===== config.mk =====
export PLATFORM = sky130hd
export DESIGN_NAME = rc5_ir_frame_transmitter_unit_flat
export DESIGN_NICKNAME = d
export VERILOG_FILES = /design/src/design/rc5tx_pkg.sv /design/src/design/rc5tx_if.sv /design/src/design/rc5tx_cfg.sv /design/src/design/rc5tx_core.sv /design/src/design/rc5_ir_frame_transmitter_unit.sv /design/src/flat_wrapper.sv
export VERILOG_INCLUDE_DIRS = /design/src /design/src/design
export SDC_FILE = /design/constraint.sdc
export NUM_CORES = 1
export LEC_CHECK = 0
export BUFFER_PORTS_ARGS = -buffer_cell sky130_fd_sc_hd__buf_2
export CORE_MARGIN = 3
export CORE_UTILIZATION = 50
export DETAILED_ROUTE_END_ITERATION = 6
export MAX_ROUTING_LAYER = met4
export PLACE_DENSITY = 0.67
export SYNTH_ARGS = -nofsm -noshare
export SYNTH_HDL_FRONTEND = slang
export SYNTH_SLANG_ARGS = --single-unit

===== constraint.sdc =====
create_clock -name clock -period 14.4 [get_ports clock]
set_clock_uncertainty 0.1 [all_clocks]
set_input_delay 1.44 -clock clock [delete_from_list [all_inputs] [get_ports clock]]
set_output_delay 1.44 -clock clock [all_outputs]
set_load 0.03 [all_outputs]

===== src/design/rc5_ir_frame_transmitter_unit_defines.svh =====
// Assertion helpers for the transmitter RTL.
`ifndef RC5_IR_FRAME_TRANSMITTER_UNIT_DEFINES_SVH
`define RC5_IR_FRAME_TRANSMITTER_UNIT_DEFINES_SVH

// Same-cycle implication, disabled while reset is high.
`define RC5TX_ASSERT_IMP(lbl, clk, rst, ante, cons) \
   lbl: assert property (@(posedge clk) disable iff (rst) (ante) |-> (cons)) \
      else $error("rc5tx: same-cycle check failed");

// Next-cycle implication, disabled while reset is high.
`define RC5TX_ASSERT_NXT(lbl, clk, rst, ante, cons) \
   lbl: assert property (@(posedge clk) disable iff (rst) (ante) |=> (cons)) \
      else $error("rc5tx: next-cycle check failed");

`endif


===== src/design/rc5tx_pkg.sv =====
package rc5tx_pkg;

   localparam int MAX_BITS_DEFAULT = 16;

   localparam int WORD_W      = 16;
   localparam int COUNT_W     = 5;
   localparam int HALF_W      = 12;
   localparam int TIME_W      = 18;
   localparam int CARRIER_W   = 8;
   localparam int CSR_INDEX_W = 3;
   localparam int CSR_DATA_W  = 18;

   localparam logic [0:0] CMD_TICK  = 1'b0;
   localparam logic [0:0] CMD_START = 1'b1;

   localparam logic [CSR_INDEX_W-1:0] CSR_HALF_BIT    = 3'd0;
   localparam logic [CSR_INDEX_W-1:0] CSR_MIN_FRAME   = 3'd1;
   localparam logic [CSR_INDEX_W-1:0] CSR_MIN_GAP     = 3'd2;
   localparam logic [CSR_INDEX_W-1:0] CSR_CARRIER_ON  = 3'd3;
   localparam logic [CSR_INDEX_W-1:0] CSR_CARRIER_OFF = 3'd4;
   localparam logic [CSR_INDEX_W-1:0] CSR_MODULATE    = 3'd5;

   localparam logic [HALF_W-1:0]    HALF_BIT_RESET    = 12'd889;
   localparam logic [TIME_W-1:0]    MIN_FRAME_RESET   = 18'd113778;
   localparam logic [TIME_W-1:0]    MIN_GAP_RESET     = 18'd88886;
   localparam logic [CARRIER_W-1:0] CARRIER_ON_RESET  = 8'd7;
   localparam logic [CARRIER_W-1:0] CARRIER_OFF_RESET = 8'd21;

   typedef struct packed {
      logic [HALF_W-1:0]    half_bit_time;
      logic [TIME_W-1:0]    min_frame_time;
      logic [TIME_W-1:0]    min_gap_time;
      logic [CARRIER_W-1:0] carrier_on_time;
      logic [CARRIER_W-1:0] carrier_off_time;
      logic                 modulate_enable;
   } cfg_type;

   typedef struct packed {
      logic led_level;
      logic busy_res;
      logic frame_done;
      logic rejected;
   } res_type;

endpackage


===== src/design/rc5tx_if.sv =====
interface rc5tx_req_if;
   logic                            valid;
   logic                            ready;
   logic                            cmd;
   logic [rc5tx_pkg::WORD_W-1:0]    frame_word;
   logic [rc5tx_pkg::COUNT_W-1:0]   bit_count;

   modport source (output valid, cmd, frame_word, bit_count, input ready);
   modport sink   (input valid, cmd, frame_word, bit_count, output ready);
endinterface

interface rc5tx_rsp_if;
   logic valid;
   logic ready;
   logic led_level;
   logic busy_res;
   logic frame_done;
   logic rejected;

   modport source (output valid, led_level, busy_res, frame_done, rejected, input ready);
   modport sink   (input valid, led_level, busy_res, frame_done, rejected, output ready);
endinterface

interface rc5tx_csr_if;
   logic                                valid;
   logic                                ready;
   logic [rc5tx_pkg::CSR_INDEX_W-1:0]   index;
   logic [rc5tx_pkg::CSR_DATA_W-1:0]    data;

   modport source (output valid, index, data, input ready);
   modport sink   (input valid, index, data, output ready);
endinterface


===== src/design/rc5tx_cfg.sv =====
module rc5tx_cfg (
   input  logic                                clock,
   input  logic                                reset,
   input  logic                                wr_en,
   input  logic [rc5tx_pkg::CSR_INDEX_W-1:0]   wr_index,
   input  logic [rc5tx_pkg::CSR_DATA_W-1:0]    wr_data,
   output rc5tx_pkg::cfg_type                  cfg
);
   import rc5tx_pkg::*;

   cfg_type cfg_ff;

   always_ff @(posedge clock) begin
      if (reset) begin
         cfg_ff.half_bit_time    <= HALF_BIT_RESET;
         cfg_ff.min_frame_time   <= MIN_FRAME_RESET;
         cfg_ff.min_gap_time     <= MIN_GAP_RESET;
         cfg_ff.carrier_on_time  <= CARRIER_ON_RESET;
         cfg_ff.carrier_off_time <= CARRIER_OFF_RESET;
         cfg_ff.modulate_enable  <= 1'b0;
      end else if (wr_en) begin
         case (wr_index)
            CSR_HALF_BIT:    cfg_ff.half_bit_time    <= wr_data[HALF_W-1:0];
            CSR_MIN_FRAME:   cfg_ff.min_frame_time   <= wr_data[TIME_W-1:0];
            CSR_MIN_GAP:     cfg_ff.min_gap_time     <= wr_data[TIME_W-1:0];
            CSR_CARRIER_ON:  cfg_ff.carrier_on_time  <= wr_data[CARRIER_W-1:0];
            CSR_CARRIER_OFF: cfg_ff.carrier_off_time <= wr_data[CARRIER_W-1:0];
            CSR_MODULATE:    cfg_ff.modulate_enable  <= wr_data[0];
            default: ;
         endcase
      end
   end

   assign cfg = cfg_ff;

endmodule


===== src/design/rc5tx_core.sv =====
module rc5tx_core #(
   parameter int MAX_BITS = rc5tx_pkg::MAX_BITS_DEFAULT
) (
   input  logic                                clock,
   input  logic                                reset,
   input  logic                                step,
   input  logic                                item_cmd,
   input  logic [rc5tx_pkg::WORD_W-1:0]        item_word,
   input  logic [rc5tx_pkg::COUNT_W-1:0]       item_count,
   input  rc5tx_pkg::cfg_type                  cfg,
   output rc5tx_pkg::res_type                  res
);
   import rc5tx_pkg::*;

   localparam int BL_W = $clog2(MAX_BITS + 1);
   localparam logic [TIME_W-1:0] ELAPSED_MAX = {TIME_W{1'b1}};

   typedef enum logic [2:0] {
      PH_IDLE,
      PH_START,
      PH_FIELD,
      PH_DATA,
      PH_GAP
   } phase_type;

   phase_type               phase_ff, phase_in;
   logic [WORD_W-1:0]       shift_word_ff, shift_word_in;
   logic [BL_W-1:0]         bits_left_ff, bits_left_in;
   logic                    half_select_ff, half_select_in;
   logic [TIME_W-1:0]       segment_timer_ff, segment_timer_in;
   logic [TIME_W-1:0]       frame_elapsed_ff, frame_elapsed_in;
   logic [CARRIER_W:0]      carrier_timer_ff, carrier_timer_in;

   logic [HALF_W-1:0]       half_len;
   logic                    count_ok;
   logic [WORD_W-1:0]       load_mask;
   logic [WORD_W-1:0]       shifted;
   logic                    cur_bit;
   logic                    is_mark;
   logic [CARRIER_W:0]      carrier_period;
   logic [CARRIER_W+1:0]    carrier_next;
   logic [TIME_W-1:0]       elapsed_inc;
   logic [TIME_W-1:0]       seg_dec;
   logic [BL_W-1:0]         bits_dec;
   logic [TIME_W-1:0]       gap_raw;
   logic [TIME_W-1:0]       gap_len;

   assign half_len  = (cfg.half_bit_time == '0) ? HALF_W'(1) : cfg.half_bit_time;
   assign count_ok  = (item_count != '0) &&
                      ({1'b0, item_count} <= (COUNT_W+1)'(MAX_BITS));
   assign load_mask = WORD_W'((32'd1 << item_count) - 32'd1);

   // Bit under transmission is at position bits_left - 1; above the word it reads 0.
   assign shifted = shift_word_ff >> (bits_left_ff - BL_W'(1));
   assign cur_bit = shifted[0];

   always_comb begin
      case (phase_ff)
         PH_START: is_mark = 1'b1;
         PH_FIELD: is_mark = half_select_ff;
         PH_DATA:  is_mark = cur_bit ? half_select_ff : !half_select_ff;
         default:  is_mark = 1'b0;
      endcase
   end

   assign carrier_period = {1'b0, cfg.carrier_on_time} + {1'b0, cfg.carrier_off_time};
   assign carrier_next   = {1'b0, carrier_timer_ff} + (CARRIER_W+2)'(1);
   assign elapsed_inc    = (frame_elapsed_ff == ELAPSED_MAX) ? frame_elapsed_ff
                                                             : frame_elapsed_ff + TIME_W'(1);
   assign seg_dec        = (segment_timer_ff != '0) ? segment_timer_ff - TIME_W'(1) : '0;
   assign bits_dec       = (bits_left_ff != '0) ? bits_left_ff - BL_W'(1) : bits_left_ff;

   // Footer: max(min_gap, min_frame - elapsed), subtraction floored at zero.
   assign gap_raw = (cfg.min_frame_time > elapsed_inc) ? cfg.min_frame_time - elapsed_inc : '0;
   assign gap_len = (gap_raw < cfg.min_gap_time) ? cfg.min_gap_time : gap_raw;

   always_comb begin
      phase_in         = phase_ff;
      shift_word_in    = shift_word_ff;
      bits_left_in     = bits_left_ff;
      half_select_in   = half_select_ff;
      segment_timer_in = segment_timer_ff;
      frame_elapsed_in = frame_elapsed_ff;
      carrier_timer_in = carrier_timer_ff;
      res              = '0;

      if (item_cmd == CMD_START) begin
         if (phase_ff != PH_IDLE || !count_ok) begin
            res.rejected = 1'b1;
         end else begin
            shift_word_in    = item_word & load_mask;
            bits_left_in     = BL_W'(item_count);
            phase_in         = PH_START;
            half_select_in   = 1'b0;
            segment_timer_in = TIME_W'(half_len);
            frame_elapsed_in = '0;
            carrier_timer_in = '0;
         end
         res.busy_res = (phase_ff != PH_IDLE) || count_ok;
      end else if (phase_ff != PH_IDLE) begin
         res.busy_res = 1'b1;
         if (is_mark) begin
            if (cfg.modulate_enable) begin
               res.led_level    = carrier_timer_ff < {1'b0, cfg.carrier_on_time};
               carrier_timer_in = (carrier_next >= {1'b0, carrier_period}) ? '0
                                  : carrier_next[CARRIER_W:0];
            end else begin
               res.led_level = 1'b1;
            end
         end
         frame_elapsed_in = elapsed_inc;
         segment_timer_in = seg_dec;

         if (seg_dec == '0) begin
            carrier_timer_in = '0;
            case (phase_ff)
               PH_START: begin
                  phase_in         = PH_FIELD;
                  half_select_in   = 1'b0;
                  segment_timer_in = TIME_W'(half_len);
               end
               PH_FIELD: begin
                  if (!half_select_ff) begin
                     half_select_in = 1'b1;
                  end else begin
                     phase_in       = PH_DATA;
                     half_select_in = 1'b0;
                  end
                  segment_timer_in = TIME_W'(half_len);
               end
               PH_DATA: begin
                  if (!half_select_ff) begin
                     half_select_in   = 1'b1;
                     segment_timer_in = TIME_W'(half_len);
                  end else begin
                     half_select_in = 1'b0;
                     bits_left_in   = bits_dec;
                     if (bits_dec != '0) begin
                        segment_timer_in = TIME_W'(half_len);
                     end else if (gap_len == '0) begin
                        phase_in       = PH_IDLE;
                        res.frame_done = 1'b1;
                     end else begin
                        phase_in         = PH_GAP;
                        segment_timer_in = gap_len;
                     end
                  end
               end
               default: begin
                  phase_in       = PH_IDLE;
                  res.frame_done = 1'b1;
               end
            endcase
         end
      end
   end

   always_ff @(posedge clock) begin
      if (reset) begin
         phase_ff         <= PH_IDLE;
         shift_word_ff    <= '0;
         bits_left_ff     <= '0;
         half_select_ff   <= 1'b0;
         segment_timer_ff <= '0;
         frame_elapsed_ff <= '0;
         carrier_timer_ff <= '0;
      end else if (step) begin
         phase_ff         <= phase_in;
         shift_word_ff    <= shift_word_in;
         bits_left_ff     <= bits_left_in;
         half_select_ff   <= half_select_in;
         segment_timer_ff <= segment_timer_in;
         frame_elapsed_ff <= frame_elapsed_in;
         carrier_timer_ff <= carrier_timer_in;
      end
   end

endmodule


===== src/design/rc5_ir_frame_transmitter_unit.sv =====
// RC-5 infrared frame transmitter, one request beat per LED time tick.
//
// req_if  : cmd = 0 is one tick, cmd = 1 starts a frame with frame_word and
//           bit_count (1..MAX_BITS). Exactly one rsp_if beat per req_if beat.
// rsp_if  : led_level for the tick, busy_res, frame_done on the tick that
//           ends the frame (footer or last bit), rejected for a refused start.
// csr_if  : register writes, always ready; write only while no frame runs.
//
// A request beat is held in the request register; the frame state update then
// writes its result into the response register.
// Throughput is one beat per cycle while rsp_if does not stall; frame timers
// and shift word update on each step, so ticks can arrive back to back.
// When rsp_if stalls, the response register holds its beat, the request
// register takes one more beat, then req_if.ready drops until the stall ends.
// Reset clears both pipeline registers and the frame state (idle) and loads
// the register defaults: half bit 889, min frame 113778, min gap 88886,
// carrier 7 on / 21 off, modulation off.
module rc5_ir_frame_transmitter_unit #(
   parameter int MAX_BITS = rc5tx_pkg::MAX_BITS_DEFAULT
) (
   input  logic         clock,
   input  logic         reset,
   rc5tx_req_if.sink    req_if,
   rc5tx_rsp_if.source  rsp_if,
   rc5tx_csr_if.sink    csr_if
);
   import rc5tx_pkg::*;

   `include "rc5_ir_frame_transmitter_unit_defines.svh"

   logic                in_valid_ff;
   logic                in_cmd_ff;
   logic [WORD_W-1:0]   in_word_ff;
   logic [COUNT_W-1:0]  in_count_ff;
   logic                rsp_valid_ff;
   res_type             rsp_ff;

   logic     out_open;
   logic     step;
   cfg_type  cfg;
   res_type  res;

   assign out_open      = !rsp_valid_ff || rsp_if.ready;
   assign step          = in_valid_ff && out_open;
   assign req_if.ready  = !in_valid_ff || step;
   assign csr_if.ready  = 1'b1;

   rc5tx_cfg u_cfg (
      .clock    (clock),
      .reset    (reset),
      .wr_en    (csr_if.valid),
      .wr_index (csr_if.index),
      .wr_data  (csr_if.data),
      .cfg      (cfg)
   );

   rc5tx_core #(
      .MAX_BITS (MAX_BITS)
   ) u_core (
      .clock      (clock),
      .reset      (reset),
      .step       (step),
      .item_cmd   (in_cmd_ff),
      .item_word  (in_word_ff),
      .item_count (in_count_ff),
      .cfg        (cfg),
      .res        (res)
   );

   always_ff @(posedge clock) begin
      if (reset) begin
         in_valid_ff  <= 1'b0;
         rsp_valid_ff <= 1'b0;
      end else begin
         if (req_if.ready) begin
            in_valid_ff <= req_if.valid;
         end
         if (out_open) begin
            rsp_valid_ff <= in_valid_ff;
         end
      end
   end

   always_ff @(posedge clock) begin
      if (req_if.valid && req_if.ready) begin
         in_cmd_ff   <= req_if.cmd;
         in_word_ff  <= req_if.frame_word;
         in_count_ff <= req_if.bit_count;
      end
      if (step) begin
         rsp_ff <= res;
      end
   end

   assign rsp_if.valid      = rsp_valid_ff;
   assign rsp_if.led_level  = rsp_ff.led_level;
   assign rsp_if.busy_res   = rsp_ff.busy_res;
   assign rsp_if.frame_done = rsp_ff.frame_done;
   assign rsp_if.rejected   = rsp_ff.rejected;

   `RC5TX_ASSERT_IMP(a_done_busy, clock, reset,
      rsp_valid_ff && rsp_ff.frame_done, rsp_ff.busy_res && !rsp_ff.rejected)
   `RC5TX_ASSERT_IMP(a_led_busy, clock, reset,
      rsp_valid_ff && rsp_ff.led_level, rsp_ff.busy_res && !rsp_ff.rejected)
   `RC5TX_ASSERT_IMP(a_stall_only, clock, reset,
      !req_if.ready, in_valid_ff && rsp_valid_ff && !rsp_if.ready)
   `RC5TX_ASSERT_NXT(a_step_fills, clock, reset,
      step, rsp_valid_ff)

endmodule


===== src/flat_wrapper.sv =====
// flat-port wrapper written by rule: the top's interface ports become plain ports
module rc5_ir_frame_transmitter_unit_flat import rc5tx_pkg::*;
#(
   parameter int MAX_BITS = rc5tx_pkg::MAX_BITS_DEFAULT
)
  (clock, reset, req_if_valid, req_if_cmd, req_if_frame_word, req_if_bit_count, req_if_ready, rsp_if_valid, rsp_if_led_level, rsp_if_busy_res, rsp_if_frame_done, rsp_if_rejected, rsp_if_ready, csr_if_valid, csr_if_index, csr_if_data, csr_if_ready);
  rc5tx_req_if req_if_i ();
  rc5tx_rsp_if rsp_if_i ();
  rc5tx_csr_if csr_if_i ();
  input  logic clock;
  input  logic reset;
  input wire logic [$bits(req_if_i.valid)-1:0] req_if_valid;
  input wire logic [$bits(req_if_i.cmd)-1:0] req_if_cmd;
  input wire logic [$bits(req_if_i.frame_word)-1:0] req_if_frame_word;
  input wire logic [$bits(req_if_i.bit_count)-1:0] req_if_bit_count;
  output wire logic [$bits(req_if_i.ready)-1:0] req_if_ready;
  output wire logic [$bits(rsp_if_i.valid)-1:0] rsp_if_valid;
  output wire logic [$bits(rsp_if_i.led_level)-1:0] rsp_if_led_level;
  output wire logic [$bits(rsp_if_i.busy_res)-1:0] rsp_if_busy_res;
  output wire logic [$bits(rsp_if_i.frame_done)-1:0] rsp_if_frame_done;
  output wire logic [$bits(rsp_if_i.rejected)-1:0] rsp_if_rejected;
  input wire logic [$bits(rsp_if_i.ready)-1:0] rsp_if_ready;
  input wire logic [$bits(csr_if_i.valid)-1:0] csr_if_valid;
  input wire logic [$bits(csr_if_i.index)-1:0] csr_if_index;
  input wire logic [$bits(csr_if_i.data)-1:0] csr_if_data;
  output wire logic [$bits(csr_if_i.ready)-1:0] csr_if_ready;
  assign req_if_i.valid = req_if_valid;
  assign req_if_i.cmd = req_if_cmd;
  assign req_if_i.frame_word = req_if_frame_word;
  assign req_if_i.bit_count = req_if_bit_count;
  assign req_if_ready = req_if_i.ready;
  assign rsp_if_valid = rsp_if_i.valid;
  assign rsp_if_led_level = rsp_if_i.led_level;
  assign rsp_if_busy_res = rsp_if_i.busy_res;
  assign rsp_if_frame_done = rsp_if_i.frame_done;
  assign rsp_if_rejected = rsp_if_i.rejected;
  assign rsp_if_i.ready = rsp_if_ready;
  assign csr_if_i.valid = csr_if_valid;
  assign csr_if_i.index = csr_if_index;
  assign csr_if_i.data = csr_if_data;
  assign csr_if_ready = csr_if_i.ready;
  rc5_ir_frame_transmitter_unit #(.MAX_BITS(MAX_BITS)) u_core (.clock(clock), .reset(reset), .req_if(req_if_i), .rsp_if(rsp_if_i), .csr_if(csr_if_i));
endmodule

==> impl_results.md <==
* GP Congestion at 0.980
* Yosys reg bits at roughly 160
* CTS Buf Count at 17
* Core area at between 0.02 and 0.025 sq mm
* Asr flop ratio synth at 0%
* Syn_nets at about 1400
* CTS root buffer: clkbuf_16
* Dpl ws at roughly 7.4 ns
* Minimum clock period at about 7.1 ns
* Setup TNS at 0 ns
* Clk pwr share at between 40 and 50%
* Pin count of the biggest net entering global routing at 50
* Switch Pwr at ~0.00036 W
* Global Route Usage Sum at between 20% and 30%
* Worst Max-Slew Pin Slew at 1.20 ns
* Mean Syn Cell Area at between 7 and 8 sq um
* Sequential cell area at around 0.0035 sq mm
* Logic gate share of total power at between 10% and 20%
* Pwr dens at slightly below 100 mW/mm^2
* Worst-case clock buffer depth at 2
* Most common cell after layout, fill and taps aside: nand2_1
* Sw frac at a little under a third
* Max Fanout on Critical Path at 21
* H-Tree Depth at 4
* ANT nets after route at 0
* Cell internal pwr at between 0.0007 and 0.0008 W
* Final Max Tran Viols at 0
* CTS Hold Bufs at 0
* Crit start category: flip-flop
* Netlist cell types at 90
* Top post-synthesis cells by area: dfxtp_1 26%, ha_1 7.7%, edfxtp_1 7.5%, nand2_1 7.2%, a21oi_1 5.9%
* IO Count at between 50 and 60
* Layout cells sized above 1 at 9.67%
* Fin Hold WS at between 0.3 and 0.4 ns
* Critical path data arrival time at 7.25 ns
* Via count at 9670
* DP HPWL at around 21 mm
* Post-synth EDFFs at 26
* Layout fillers at 1930
* Worst IR Drop VDD at around 0.000079 V
* Residual DRC at 0
* Detailed Routing Iterations Pass 1 at 5
* Synth warn at 0
* Maxcap violations at 0
* Final Hold Viols at 0
* Non-filler cells, final at roughly 1600
* Status: completed
* Grt ovf at 0
* Crit-path cells: nand4_1 -> nor4_1 -> nand4_1 -> nor4bb_1 -> and3_1 -> and3_1 -> xnor2_1 -> ha_1 -> nand2_1 -> nor3_1 -> a221oi_1 -> and2_1 -> or2_4 -> nor4_1 -> ha_1 -> nand4_1 -> nor4_1 -> o21ai_0 -> o2111ai_1 -> a31oi_2 -> a211o_2 -> or4_1 -> a311o_1 -> a21oi_1
* Port buffer count at 53
* Share of power burned in registers at approximately 43%
* Area delta synth->final at 9.92%
* Cell count after synthesis at between 1000 and 1500
* Commonest non-fill, non-tap cells in the layout: 202 x nand2_1, 137 x dfxtp_1, 122 x a21oi_1
* Die height at about 150 um
* Post-CTS sizing at 0
* CTS Sinks at ~160
* Worst slew margin at 19.3%
* DR vias/cell at 5.99
* Clk pin slew, worst setup/hold paths at about 0.080 ns
* Post-layout nets at approximately 1400
* Initial antenna violation count at 0
* Largest stage delay, worst path at 0.55 ns
* Synth area leader: dfxtp_1
* Tcrit/Tclk final at just under 50%
* Post-route setup slack at approximately 7.3 ns
* CP required at between 10 and 15 ns
* Die width at approximately 150 um
* Critical setup path kind: reg -> reg
* Drt initial violations at about 800
* Average routed wire per standard cell at 17.7 um
* RSZ-0062 raised after global routing: no
* Clk_lat worst skew at approximately 0.44 ns
* Critical Path Sink Type: flip-flop
* Final wirelength at 28.6 mm
* Die ar. at about 0.023 sq mm
* Critical path's slowest cell: or4_1
* Vias in the first global route at just under 9000
* First-pass GRT wire length at roughly 46 mm
* Multi-input logic area at around 0.0065 sq mm
* Initial Util at between 50% and 60%
* Post-synth top area share at 26.2%
* Post-synth top flop: dfxtp_1
* CTS tree: done
* Seq/Total Area, Yosys at 33.7%
* Post-CTS Setup Bufs at 0
* Pleak at between 4 and 5 nW
* # diodes at 0
* FMAX at about 140 MHz
* Row count at 52
* Fin util at 56.3%
* Dpl cells at 1582
* Netlist Area Pre-Place at roughly 0.010 sq mm
* Hold Crit Class: reg -> reg
* Setup violations, final at 0
-- stage by stage --
step	area [sq um]	power [W]
floorplan	10500	0.000622
global placement	10900	0.000669
detailed placement	10900	0.000670
CTS	11500	0.00114
global route	11500	0.00118
finish	11500	0.00113
-- synthesized netlist by cell type (14+ instances only) --
cell type	instances
nand4_1	18
nand2b_1	22
a22oi_1	14
o211ai_1	20
a31oi_1	14
a21o_1	21
nor3_1	34
ha_1	64
inv_1	48
xnor2_1	27
a21oi_1	123
nand2_1	202
nor4_1	25
clkbuf_1	48
xor2_1	17
nand3_1	57
edfxtp_1	26
nor2_1	103
dfxtp_1	137
o21ai_0	61
nor2b_1	14
mux2i_1	30
and2_1	17
-- area by class of cell --
cell class / instances / area share (%)
clock buffer: 17 / 3.70
clock inverter: 15 / 1.75
inverter: 48 / 1.57
multi-input combinational: 1039 / 56.5
sequential: 163 / 30.6
tap: 270 / 2.94
timing repair buffer: 62 / 2.89
-- flip-flops by register name, summed over array words and instances (netlist names), 3 cells and up --
name                            flops
u_core.u_core.frame_elapsed_ff     18
u_core.in_count_ff                  5
u_core.u_core.phase_ff              3
u_core.u_cfg.cfg                   65
u_core.u_core.segment_timer_ff     18
u_core.u_core.carrier_timer_ff      9
u_core.in_word_ff                  16
u_core.u_core.bits_left_ff          5
u_core.u_core.shift_word_ff        16
-- cells by family (layout without fill, tap and decap cells) --
logic type | after synthesis | in the layout | synth area share, %
AND/OR/NAND/NOR | 555 | 555 | 25.7
AO/OA/AOI/OAI | 334 | 334 | 20.3
flip-flops | 163 | 163 | 33.7
buffers and inverters | 111 | 142 | 4.41
adder cells (fa/ha/maj) | 66 | 66 | 8.03
XOR/XNOR | 44 | 44 | 3.68
multiplexers | 39 | 39 | 4.27
other | 1 | 1 | 0.0358
-- power groups by stage --
stage	Combinational [W]	Clock, W	Sequential (W)
4_1_cts	0.000175	0.000479	0.000486
3_3_place_gp	0.000173	0	0.000497
2_1_floorplan	0.000130	0	0.000492
5_1_grt	0.000196	0.000495	0.000488
3_5_place_dp	0.000174	0	0.000497
6_report	0.000177	0.000469	0.000487
-- critical path, delay by kind of cell, from the launching register on --
family          cells  cell delay (ns)
flops               1             0.44
fa+ha+maj           2             0.61
simple gates       14             4.37
compound gates      7             1.23
xor+xnor            1             0.14
-- layer usage --
layer	share of wire [%]	routed length, um	track usage, %
met1	47	13400	35.8
met2	44	12700	40.2
met3	5.9	1700	4.00
met5	0	0	-
met4	2.6	739	8.11
-- path summary, 6_finish.rpt --
path                                                        from                                          end  slack (ns)  cells after the start
setup / recovery  u_core.u_core.frame_elapsed_ff[3]$_SDFFE_PP0P_       u_core.rsp_if.frame_done$_SDFFCE_PP0P_        7.34                     24
setup reg to reg  u_core.u_core.frame_elapsed_ff[3]$_SDFFE_PP0P_       u_core.rsp_if.frame_done$_SDFFCE_PP0P_        7.34                     24
hold / removal       u_core.u_core.shift_word_ff[3]$_SDFFE_PP0P_  u_core.u_core.shift_word_ff[3]$_SDFFE_PP0P_        0.35                      2
hold reg to reg      u_core.u_core.shift_word_ff[3]$_SDFFE_PP0P_  u_core.u_core.shift_word_ff[3]$_SDFFE_PP0P_        0.35                      2
(Power assumes the default switching activity.)
